File: src/rtl/core/xor_checked_frame_receiver_core_defines.svh
// Assertion macros shared by the frame receiver modules.
// Depends on nothing; users must have ports named clock and reset.
`ifndef XOR_CHECKED_FRAME_RECEIVER_CORE_DEFINES_SVH
`define XOR_CHECKED_FRAME_RECEIVER_CORE_DEFINES_SVH
`ifndef SYNTHESIS
`define XCFR_ASSERT_ALWAYS(label, cond) \
   label: assert property (@(posedge clock) disable iff (reset) (cond)) \
      else $error("frame receiver check failed");
`define XCFR_ASSERT_IMP(label, ante, cons) \
   label: assert property (@(posedge clock) disable iff (reset) (ante) |-> (cons)) \
      else $error("frame receiver check failed");
`define XCFR_ASSERT_NEXT(label, ante, cons) \
   label: assert property (@(posedge clock) disable iff (reset) (ante) |=> (cons)) \
      else $error("frame receiver check failed");
`else
`define XCFR_ASSERT_ALWAYS(label, cond)
`define XCFR_ASSERT_IMP(label, ante, cons)
`define XCFR_ASSERT_NEXT(label, ante, cons)
`endif
`endif

File: src/rtl/core/xcfr_pkg.sv
// Shared types and constants of the frame receiver.
// Used by the controller, the datapath and the top level.
package xcfr_pkg;

   localparam int BYTE_W = 8;
   localparam int BUF_BYTES_DEF = 64;

   typedef logic [BYTE_W-1:0] byte_type;

   localparam byte_type HEADER_RESET = 8'hBB;
   localparam byte_type MIN_LEN = 8'd2;

   // Commands from the controller to the datapath.
   typedef struct packed {
      logic take_len;   // latch length, seed the check, clear the count
      logic take_byte;  // store a frame byte and fold it into the check
      logic rep_start;  // clear the count for replay
      logic rep_read;   // read the store at the count
      logic rep_load;   // move the read byte into the output register
      logic err_load;   // load a checksum-error result
   } cmd_type;

   // Status from the datapath to the controller.
   typedef struct packed {
      logic hdr_hit;    // incoming byte equals the header value
      logic len_ok;     // incoming byte is a usable length
      logic frame_end;  // incoming byte is the check byte
      logic check_ok;   // incoming byte equals the running check
      logic out_free;   // output register can take a result this cycle
      logic rep_last;   // replay index points at the last stored byte
   } sts_type;

endpackage

File: src/rtl/core/xor_checked_frame_receiver_core.sv
// Length-prefixed frame receiver with XOR check.
// Input bytes arrive on req_valid/req_ready/req_rx_byte, one byte per transfer.
// The block hunts for the header byte (csr_header_value, 0xBB after reset),
// then takes a length L counting command, payload and check byte. A length
// below 2 or above BUF_BYTES-2 silently restarts the hunt.
// Results leave on rsp_valid/rsp_ready with rsp_data_byte, rsp_status and
// rsp_is_last. A good frame replays its L-1 stored bytes, the last marked;
// a bad check gives one result with status 1 and data 0.
// Throughput: one input byte per cycle while a frame is collected. The check
// byte is taken once the output register is free; each replayed byte is first
// read through the registered read port of the frame store and then moved into
// the output register, waiting while that register is full. An error result
// shows in the cycle after the check byte. Input is held off during replay.
// If the receiver stalls, the result holds in the output register and the
// replay waits; the block keeps taking bytes while a final result waits.
// Reset is synchronous: it returns to the hunt, empties the output register
// and restores the header value. The store needs no clearing pass.
// csr_valid/csr_ready writes the header value; csr_ready is always high.
// Depends on xcfr_pkg, xcfr_ctrl and xcfr_dpath.
module xor_checked_frame_receiver_core #(
   parameter int BUF_BYTES = xcfr_pkg::BUF_BYTES_DEF
) (
   input  logic               clock,
   input  logic               reset,
   input  logic               req_valid,
   output logic               req_ready,
   input  xcfr_pkg::byte_type req_rx_byte,
   output logic               rsp_valid,
   input  logic               rsp_ready,
   output xcfr_pkg::byte_type rsp_data_byte,
   output logic               rsp_status,
   output logic               rsp_is_last,
   input  logic               csr_valid,
   output logic               csr_ready,
   input  xcfr_pkg::byte_type csr_header_value
);

   xcfr_pkg::cmd_type cmd;
   xcfr_pkg::sts_type sts;

   // Sequencing of hunt, length, data and replay.
   xcfr_ctrl u_ctrl (
      .clock     (clock),
      .reset     (reset),
      .req_valid (req_valid),
      .req_ready (req_ready),
      .sts       (sts),
      .cmd       (cmd)
   );

   // Store, check and output register.
   xcfr_dpath #(
      .BUF_BYTES (BUF_BYTES)
   ) u_dpath (
      .clock            (clock),
      .reset            (reset),
      .req_rx_byte      (req_rx_byte),
      .rsp_ready        (rsp_ready),
      .rsp_valid        (rsp_valid),
      .rsp_data_byte    (rsp_data_byte),
      .rsp_status       (rsp_status),
      .rsp_is_last      (rsp_is_last),
      .csr_valid        (csr_valid),
      .csr_ready        (csr_ready),
      .csr_header_value (csr_header_value),
      .cmd              (cmd),
      .sts              (sts)
   );

endmodule

File: src/rtl/core/xcfr_dpath.sv
// Datapath of the frame receiver: header register, frame store, running
// check, counters and output register. Depends on xcfr_pkg.
`include "xor_checked_frame_receiver_core_defines.svh"

module xcfr_dpath #(
   parameter int BUF_BYTES = xcfr_pkg::BUF_BYTES_DEF
) (
   input  logic               clock,
   input  logic               reset,
   input  xcfr_pkg::byte_type req_rx_byte,
   input  logic               rsp_ready,
   output logic               rsp_valid,
   output xcfr_pkg::byte_type rsp_data_byte,
   output logic               rsp_status,
   output logic               rsp_is_last,
   input  logic               csr_valid,
   output logic               csr_ready,
   input  xcfr_pkg::byte_type csr_header_value,
   input  xcfr_pkg::cmd_type  cmd,
   output xcfr_pkg::sts_type  sts
);

   localparam int AW = $clog2(BUF_BYTES);
   localparam xcfr_pkg::byte_type MAX_LEN = 8'(BUF_BYTES - 2);

   xcfr_pkg::byte_type header_ff, header_in;
   xcfr_pkg::byte_type len_ff, len_in;
   xcfr_pkg::byte_type cnt_ff, cnt_in;
   xcfr_pkg::byte_type chk_ff, chk_in;
   xcfr_pkg::byte_type rd_data_ff;
   xcfr_pkg::byte_type out_data_ff, out_data_in;
   logic               out_status_ff, out_status_in;
   logic               out_last_ff, out_last_in;
   logic               out_valid_ff, out_valid_in;
   xcfr_pkg::byte_type store_mem [BUF_BYTES];

   // The header register takes a write in any cycle.
   assign csr_ready = 1'b1;
   assign header_in = (csr_valid && csr_ready) ? csr_header_value : header_ff;

   // Length, count and running check.
   always_comb begin
      len_in = cmd.take_len ? req_rx_byte : len_ff;

      priority if (cmd.take_len || cmd.rep_start) begin
         cnt_in = '0;
      end else if (cmd.take_byte || cmd.rep_load) begin
         cnt_in = cnt_ff + 8'd1;
      end else begin
         cnt_in = cnt_ff;
      end

      priority if (cmd.take_len) begin
         chk_in = req_rx_byte;
      end else if (cmd.take_byte) begin
         chk_in = chk_ff ^ req_rx_byte;
      end else begin
         chk_in = chk_ff;
      end
   end

   // Output register: loaded with a result, emptied by a transfer.
   always_comb begin
      out_data_in   = out_data_ff;
      out_status_in = out_status_ff;
      out_last_in   = out_last_ff;
      out_valid_in  = out_valid_ff;
      priority if (cmd.err_load) begin
         out_data_in   = '0;
         out_status_in = 1'b1;
         out_last_in   = 1'b1;
         out_valid_in  = 1'b1;
      end else if (cmd.rep_load) begin
         out_data_in   = rd_data_ff;
         out_status_in = 1'b0;
         out_last_in   = sts.rep_last;
         out_valid_in  = 1'b1;
      end else if (rsp_ready) begin
         out_valid_in  = 1'b0;
      end
   end

   // Status toward the controller.
   always_comb begin
      sts.hdr_hit   = (req_rx_byte == header_ff);
      sts.len_ok    = (req_rx_byte >= xcfr_pkg::MIN_LEN) && (req_rx_byte <= MAX_LEN);
      sts.frame_end = ((cnt_ff + 8'd1) == len_ff);
      sts.check_ok  = (req_rx_byte == chk_ff);
      sts.out_free  = !out_valid_ff || rsp_ready;
      sts.rep_last  = ((cnt_ff + 8'd2) == len_ff);
   end

   always_ff @(posedge clock) begin
      if (reset) begin
         header_ff    <= xcfr_pkg::HEADER_RESET;
         len_ff       <= '0;
         cnt_ff       <= '0;
         chk_ff       <= '0;
         out_valid_ff <= 1'b0;
      end else begin
         header_ff    <= header_in;
         len_ff       <= len_in;
         cnt_ff       <= cnt_in;
         chk_ff       <= chk_in;
         out_valid_ff <= out_valid_in;
      end
   end

   // Payload registers need no reset.
   always_ff @(posedge clock) begin
      out_data_ff   <= out_data_in;
      out_status_ff <= out_status_in;
      out_last_ff   <= out_last_in;
   end

   // Frame store: one write port, one registered read port, both at the count.
   always_ff @(posedge clock) begin
      if (cmd.take_byte) begin
         store_mem[cnt_ff[AW-1:0]] <= req_rx_byte;
      end
      if (cmd.rep_read) begin
         rd_data_ff <= store_mem[cnt_ff[AW-1:0]];
      end
   end

   assign rsp_valid     = out_valid_ff;
   assign rsp_data_byte = out_data_ff;
   assign rsp_status    = out_status_ff;
   assign rsp_is_last   = out_last_ff;

   // Stores stay inside the frame, and a pending result is never overwritten.
   `XCFR_ASSERT_IMP(a_store_in_frame, cmd.take_byte, (cnt_ff + 8'd1) < len_ff)
   `XCFR_ASSERT_IMP(a_no_overwrite, cmd.err_load || cmd.rep_load, sts.out_free)

endmodule

File: src/rtl/core/xcfr_ctrl.sv
// Controller of the frame receiver: hunt, length, data and replay sequencing.
// Depends on xcfr_pkg; drives the datapath by command signals only.
`include "xor_checked_frame_receiver_core_defines.svh"

module xcfr_ctrl (
   input  logic              clock,
   input  logic              reset,
   input  logic              req_valid,
   output logic              req_ready,
   input  xcfr_pkg::sts_type sts,
   output xcfr_pkg::cmd_type cmd
);

   typedef enum logic [2:0] {
      ST_HUNT,
      ST_LEN,
      ST_DATA,
      ST_REP_RD,
      ST_REP_OUT
   } state_type;

   state_type state_ff, state_in;
   logic [5:0] cmd_vec;

   // Next state, input readiness and datapath commands.
   always_comb begin
      state_in  = state_ff;
      req_ready = 1'b0;
      cmd       = '0;
      unique case (state_ff)
         ST_HUNT: begin
            req_ready = 1'b1;
            if (req_valid && sts.hdr_hit) begin
               state_in = ST_LEN;
            end
         end
         ST_LEN: begin
            req_ready = 1'b1;
            if (req_valid) begin
               cmd.take_len = sts.len_ok;
               state_in     = sts.len_ok ? ST_DATA : ST_HUNT;
            end
         end
         ST_DATA: begin
            // The check byte waits until the output register can take a result.
            req_ready = !sts.frame_end || sts.out_free;
            if (req_valid && req_ready) begin
               priority if (!sts.frame_end) begin
                  cmd.take_byte = 1'b1;
               end else if (sts.check_ok) begin
                  cmd.rep_start = 1'b1;
                  state_in      = ST_REP_RD;
               end else begin
                  cmd.err_load  = 1'b1;
                  state_in      = ST_HUNT;
               end
            end
         end
         ST_REP_RD: begin
            cmd.rep_read = 1'b1;
            state_in     = ST_REP_OUT;
         end
         ST_REP_OUT: begin
            if (sts.out_free) begin
               cmd.rep_load = 1'b1;
               state_in     = sts.rep_last ? ST_HUNT : ST_REP_RD;
            end
         end
         default: begin
            state_in = ST_HUNT;
         end
      endcase
   end

   always_ff @(posedge clock) begin
      if (reset) begin
         state_ff <= ST_HUNT;
      end else begin
         state_ff <= state_in;
      end
   end

   assign cmd_vec = {cmd.take_len, cmd.take_byte, cmd.rep_start,
                     cmd.rep_read, cmd.rep_load, cmd.err_load};

   // One command at a time; replay blocks input and ends back in the hunt.
   `XCFR_ASSERT_ALWAYS(a_one_cmd, $onehot0(cmd_vec))
   `XCFR_ASSERT_IMP(a_replay_blocks_input, state_ff == ST_REP_RD || state_ff == ST_REP_OUT, !req_ready)
   `XCFR_ASSERT_NEXT(a_last_to_hunt, cmd.rep_load && sts.rep_last, state_ff == ST_HUNT)

endmodule
File: config.mk
export PLATFORM = sky130hd
export DESIGN_NAME = xor_checked_frame_receiver_core
export DESIGN_NICKNAME = d
export VERILOG_FILES = /design/src/rtl/core/xcfr_pkg.sv /design/src/rtl/core/xor_checked_frame_receiver_core.sv /design/src/rtl/core/xcfr_dpath.sv /design/src/rtl/core/xcfr_ctrl.sv
export VERILOG_INCLUDE_DIRS = /design/src /design/src/rtl/core
export SDC_FILE = /design/constraint.sdc
export NUM_CORES = 1
export LEC_CHECK = 0
export ABC_AREA = 1
export ABC_CLOCK_PERIOD_IN_PS = 4050
export BUFFER_PORTS_ARGS = -buffer_cell sky130_fd_sc_hd__buf_2
export CAP_MARGIN = 20
export CORE_MARGIN = 5
export CORE_UTILIZATION = 25
export CTS_CLUSTER_DIAMETER = 60
export DETAILED_ROUTE_END_ITERATION = 6
export SLEW_MARGIN = 20
export SYNTH_ARGS = -nofsm -noshare
export SYNTH_HDL_FRONTEND = slang
export SYNTH_SLANG_ARGS = --single-unit
File: constraint.sdc
create_clock -name clock -period 4.05 [get_ports clock]
set_input_delay 0 -clock clock [delete_from_list [all_inputs] [get_ports clock]]
set_output_delay 0 -clock clock [all_outputs]
set_load 0.02 [all_outputs]
==> results of run 1 <==
## report_power, final
group | internal [mW] | switching (mW) | leakage (nW) | total (mW)
logic | 0.202 | 0.569 | 2.83 | 0.771
clock network | 3.02 | 2.29 | 0.925 | 5.32
registers | 6.41 | 0.0242 | 5.05 | 6.44
## final cells by class
type	instances	area (um^2)	area share
flip-flops and latches	566	16500	0.617
well taps	1186	1480	0.0553
clock buffers	76	1580	0.0589
repair buffers	100	796	0.0297
multi-input cells	1213	5860	0.218
clock inverters	35	334	0.0124
inverters	60	234	0.00872
## metrics by stage
step | hold WS (ns) | total power, mW
floorplan | 0.0989 | 6.97
global placement | 0.214 | 7.29
detailed placement | 0.222 | 7.30
CTS | 0.110 | 12.6
global route | 0.123 | 12.9
finish | 0.138 | 12.5
## cells in the mapped netlist, types with 5 or more instances
library cell	number
inv_2	10
a22o_1	19
nor3_1	9
buf_2	27
nor2_2	7
clkbuf_1	80
nor2_1	390
o211ai_1	11
xor2_1	7
o21bai_1	5
o21ai_0	299
ha_1	6
o22ai_1	109
edfxtp_1	520
nand2_1	200
nand3_2	8
nand3_1	58
inv_1	47
dfxtp_1	46
nand4_1	7
o221ai_1	18
xnor2_1	11
a21oi_1	33
## metal layers
layer,vias to the layer above,share of wire,global-route usage
li1,7155,-,-
met1,7814,0.42,0.177
met2,763,0.47,0.208
met3,117,0.080,0.0221
met4,0,0.029,0.0392
met5,-,0,0
## worst paths after layout
check,from,endpoint,slack [ns],cells past startpoint
hold / removal,req_rx_byte[3],u_dpath.store_mem[22][3],0.14,1
hold reg to reg,u_dpath.rsp_status,u_dpath.rsp_status,0.46,2
setup reg to reg,u_dpath.cnt_ff[3],u_dpath.store_mem[0][6],0.50,10
setup / recovery,u_dpath.cnt_ff[3],u_dpath.store_mem[0][6],0.50,10
## registers in the layout, indices dropped and copies added (netlist names)
| name | cells |
|---|---|
| u_dpath.store_mem | 512 |
| u_dpath.chk_ff | 8 |
| u_dpath.cnt_ff | 8 |
| u_dpath.header_ff | 8 |
| u_dpath.len_ff | 8 |
| u_dpath.rd_data_ff | 8 |
| u_dpath.rsp_data_byte | 8 |
| u_ctrl.state_ff | 3 |
| u_dpath.rsp_is_last | 1 |
| u_dpath.rsp_status | 1 |
| u_dpath.rsp_valid | 1 |
## kinds of logic (layout without fill, tap and decap cells)
group	count (synthesis)	after routing	share of synthesized area
xor+xnor	19	19	0.00753
simple gates	688	688	0.121
buf+inv	172	271	0.0302
other cells	1	1	0.000162
compound gates	499	499	0.122
flops	566	566	0.716
fa+ha+maj	6	6	0.00325
## what timing repair did
item	4_1_cts	5_1_grt
hold endpoints to repair	55	0
hold buffers	35	0
setup buffers	0	0
==> run_results.csv, run 1 <==
group,metric,value,unit
global_route,track_usage,0.128,
critical_path,critPathKind,"reg2reg",
cts,cts_tree,"built",
cts,h-tree-depth,2,
power_and_ir_drop,ir_drop,0.347,mV
power_and_ir_drop,leakage,8.80,nW
global_route,grt_pass1_wl,97.1,mm
critical_path,cp_cell_sequence,"nand2_1, nor2_4, nand2_1, nand2_1, xor2_2, nand2_4, nand3_2, inv_2, nand3_2, nor2_1",
timing,finalCritPeriodShare,0.876,
placed_design,gp_congestion,0.871,
floorplanning,row_count,111,
critical_path,critPathBufInv,1,
final_layout,layout_commonest_cell,"edfxtp_1",
synthesis,synth_ff_type,"edfxtp_1",
final_layout,final_cells,3236,
timing,max_slew.worst_pin.slew,1.00,ns
placed_design,dp_hpwl,39.9,mm
critical_path,crit_path_end_kind,"flop",
drt,drtIter0Drc,1793,
synthesis,ys_types,37,
cts,clk_pin_slew,0.06,ns
cts,cts_resized,0,
timing,hold_viol_final,0,
synthesis,syn-num-nets,1978,
drt,via_per_inst,4.90,
final_layout,diodes,0,
timing,fin_tns_setup,0,ns
timing,fmax,0.282,GHz
timing,finalClockSkew,0.0259,ns
critical_path,critical_path_arrival,3.82,ns
drt,drc,0,
placed_design,dp_cells,3090,
cts,ctsRootBufferMaster,"clkbuf_16",
floorplanning,die_y,314,um
cts,clkSinkCount,566,
synthesis,ys_ff_latch,566,
timing,rsz0062_at_grt,"no",
hold_path,hp-class,"in2reg",
global_route,grt_pass1_vias,15400,
timing,finalSetupViolCount,0,
critical_path,cp_max_fo,17,
synthesis,synthDominantCellAreaShare,0.676,
critical_path,path_delay_family,"simple AND/OR/NAND/NOR gates",
power_and_ir_drop,p_per_area,467,mW/mm^2
global_route,grt_antenna_before_repair,1,
synthesis,yosys_warnings,0,
synthesis,synth_top_area_cell,"edfxtp_1",
timing,layout_setup_ws,0.503,ns
critical_path,cp-start-kind,"flop",
drt,detail_route.first_pass.iterations,5,
final_layout,final_core_util,0.293,
floorplanning,ios,34,
global_route,grt_overflow,0,
global_route,grt_max_degree,145,
job,max_cap_viol_count,0,
final_layout,area_delta_synth_final,16.2,%
synthesis,synthTopCellsByArea,"edfxtp_1 68%, o21ai_0 6.5%, nor2_1 6.3%",
critical_path,crit_top_cell,"nand2_1",
critical_path,required,4.32,ns
critical_path,slowest_delay,0.79,ns
final_layout,drive_gt1_frac,0.0922,
final_layout,design_area,0.0268,mm^2
final_layout,final_nets,2027,
floorplanning,design.core.area,0.0917,mm^2
timing,max_slew_margin,0.331,
synthesis,synth_area_per_cell,11.8,um^2
synthesis,syn_inst,1951,
synthesis,synth_edf_count,520,
cts,clk_latency,0.64,ns
timing,min_period,3.55,ns
drt,postRouteAntennaNets,0,
final_layout,n_fill_cell,9300,
cts,cts_max_path_buffers,3,
placed_design,io_buffer_count,32,
placed_design,place_area,0.0246,mm^2
drt,num_vias,15800,
status,status,"completed",
floorplanning,start_util,0.252,
timing,final_max_slew_viol_count,0,
placed_design,dp_slack,0.547,ns
drt,wl_per_cell,20.4,um
floorplanning,die_w,314,um
floorplanning,dieArea,0.0985,mm^2
synthesis,async_flop_share,0,
final_layout,final_cell_mix,"520 x edfxtp_1, 389 x nor2_1, 299 x o21ai_0",
cts,cts_buffers,59,
synthesis,synth-seq-area-share,0.716,
drt,drt_wl_total,66.0,mm
critical_path,cp_slowest_cell,"dfxtp_1",
synthesis,syn_area,0.0231,mm^2
Power figures use the tool's default switching activity.
==> run 2, diff against run 1 <==
--- a/config.mk
+++ b/config.mk
@@ -7,11 +7,12 @@
 export NUM_CORES = 1
 export LEC_CHECK = 0
 export ABC_AREA = 1
-export ABC_CLOCK_PERIOD_IN_PS = 4050
+export ABC_CLOCK_PERIOD_IN_PS = 3250
 export BUFFER_PORTS_ARGS = -buffer_cell sky130_fd_sc_hd__buf_2
 export CAP_MARGIN = 20
 export CORE_MARGIN = 5
 export CORE_UTILIZATION = 25
+export CTS_BUF_LIST = sky130_fd_sc_hd__clkbuf_8
 export CTS_CLUSTER_DIAMETER = 60
 export DETAILED_ROUTE_END_ITERATION = 6
 export SLEW_MARGIN = 20
==> constraint.sdc (replaced) <==
create_clock -name clock -period 3.25 [get_ports clock]
set_input_delay 0 -clock clock [delete_from_list [all_inputs] [get_ports clock]]
set_output_delay 0 -clock clock [all_outputs]
set_load 0.02 [all_outputs]
==> run 2 against run 1 <==
Effect of this change:
- sequential share of layout area is 0.62 points lower
- cell count is 3.6% higher
- clock power is 8.5% higher
- global-route usage is 0.46 points lower
- core utilization is 0.30 points higher
- wire length is 4.6% lower
- sequential cell count stayed put
- die area stayed put
- clock skew is 0.0039 ns lower
- combinational power is 19% higher
- power is 17% higher
- non-clock buffer count is 59 higher
- largest cell class unchanged
- largest power group unchanged
==> run_results.csv, run 2 (synthesis gave the netlist of run 1 again) <==
group,metric,value,unit
drt,detail_route.first_pass.iterations,6,
drt,num_vias,15700,
placed_design,gp_congestion,0.854,
timing,max_slew.worst_pin.slew,0.846,ns
drt,via_per_inst,4.69,
timing,finalCritPeriodShare,0.931,
timing,max_slew_margin,0.436,
timing,layout_setup_ws,0.223,ns
timing,finalClockSkew,0.0220,ns
critical_path,cp_max_fo,10,
critical_path,crit_path_end_kind,"flop",
power_and_ir_drop,p_per_area,543,mW/mm^2
final_layout,drive_gt1_frac,0.128,
power_and_ir_drop,leakage,9.20,nW
floorplanning,dieArea,0.0985,mm^2
final_layout,final_cells,3354,
cts,h-tree-depth,3,
global_route,grt_max_degree,175,
global_route,grt_overflow,0,
global_route,grt_antenna_before_repair,2,
timing,rsz0062_at_grt,"no",
final_layout,final_cell_mix,"520 x edfxtp_1, 388 x nor2_1, 299 x o21ai_0",
job,max_cap_viol_count,0,
final_layout,final_nets,2122,
final_layout,layout_commonest_cell,"edfxtp_1",
final_layout,design_area,0.0271,mm^2
drt,postRouteAntennaNets,0,
placed_design,dp_cells,3149,
floorplanning,row_count,111,
floorplanning,die_y,314,um
floorplanning,start_util,0.252,
critical_path,critical_path_arrival,3.34,ns
placed_design,dp_slack,0.173,ns
cts,post-cts-setup-buffer-count,0,
timing,min_period,3.03,ns
cts,cts_tree,"built",
cts,clkSinkCount,566,
floorplanning,die_w,314,um
global_route,grt_pass1_vias,15400,
drt,drc,0,
drt,drtIter0Drc,1660,
placed_design,dp_hpwl,37.6,mm
cts,clk_pin_slew,0.06,ns
hold_path,hp-class,"in2reg",
placed_design,io_buffer_count,32,
timing,fmax,0.330,GHz
drt,drt_wl_total,62.9,mm
timing,final_max_slew_viol_count,0,
timing,hold_viol_final,0,
cts,cts_buffers,95,
critical_path,cp-start-kind,"flop",
critical_path,required,3.56,ns
timing,fin_tns_setup,0,ns
cts,ctsRootBufferMaster,"clkbuf_8",
floorplanning,design.core.area,0.0917,mm^2
critical_path,critPathKind,"reg2reg",
drt,wl_per_cell,18.8,um
final_layout,diodes,0,
cts,clk_latency,0.68,ns
power_and_ir_drop,total_power,14.7,mW
global_route,grt_pass1_wl,94.7,mm
power_and_ir_drop,ir_drop,0.290,mV
cts,cts_max_path_buffers,3,
global_route,track_usage,0.124,
final_layout,largest_register_ffs,512,
status,status,"completed",
final_layout,area_delta_synth_final,17.4,%
floorplanning,ios,34,
timing,finalSetupViolCount,0,
placed_design,place_area,0.0250,mm^2
[run 2: power by group]
part,switching [mW],internal [mW]
clock network,2.82,2.95
logic,0.660,0.261
registers,0.0315,7.99
[run 2: final timing paths]
kind,startpoint,to,slack [ns],depth (start not counted)
worst max-delay path,u_dpath.cnt_ff[3],u_dpath.store_mem[6][6],0.22,10
worst min-delay path,req_rx_byte[1],u_dpath.chk_ff[1],0.04,5
worst max register to register,u_dpath.cnt_ff[3],u_dpath.store_mem[6][6],0.22,10
worst min register to register,u_dpath.rsp_status,u_dpath.rsp_status,0.45,2
[run 2: through the flow]
stage	utilization	hold WS [ns]
2_1_floorplan	-	0.0989
3_3_place_gp	0.273	0.217
3_5_place_dp	0.273	0.220
4_1_cts	0.296	0.0112
5_1_grt	0.296	0.113
6_report	0.296	0.0396
[run 2: layer usage]
metal	vias to the layer above	GRT usage	wire (um)
met3	90	0.0304	4470
met5	-	0	0
met2	552	0.198	29100
met1	7718	0.168	27800
li1	7369	-	-
met4	0	0.0343	1460
[run 2: critical path, cell delays in order (launching register included)]
cell	delay [ns]
dfxtp_1	0.53
nand2_1	0.21
nor2_4	0.17
nand2_1	0.06
nand2_1	0.12
xor2_2	0.10
nand2_4	0.10
nand3_2	0.08
inv_2	0.21
nand3_2	0.38
nor2_1	0.68
[run 2: layout make-up]
class                      count  area, um^2
fill                        9335       64600
sequential                   566       16500
multi-input combinational   1213        5860
tap                         1186        1480
clock buffer                  98        1350
timing repair buffer         159        1260
clock inverter                72         367
inverter                      60         234
[run 2: what timing repair did]
item | in CTS | in global routing
endpoints found under the setup margin | 0 | 8
hold buffers | 35 | 0
endpoints found under the hold margin | 88 | 0
gates resized for setup | 0 | 1
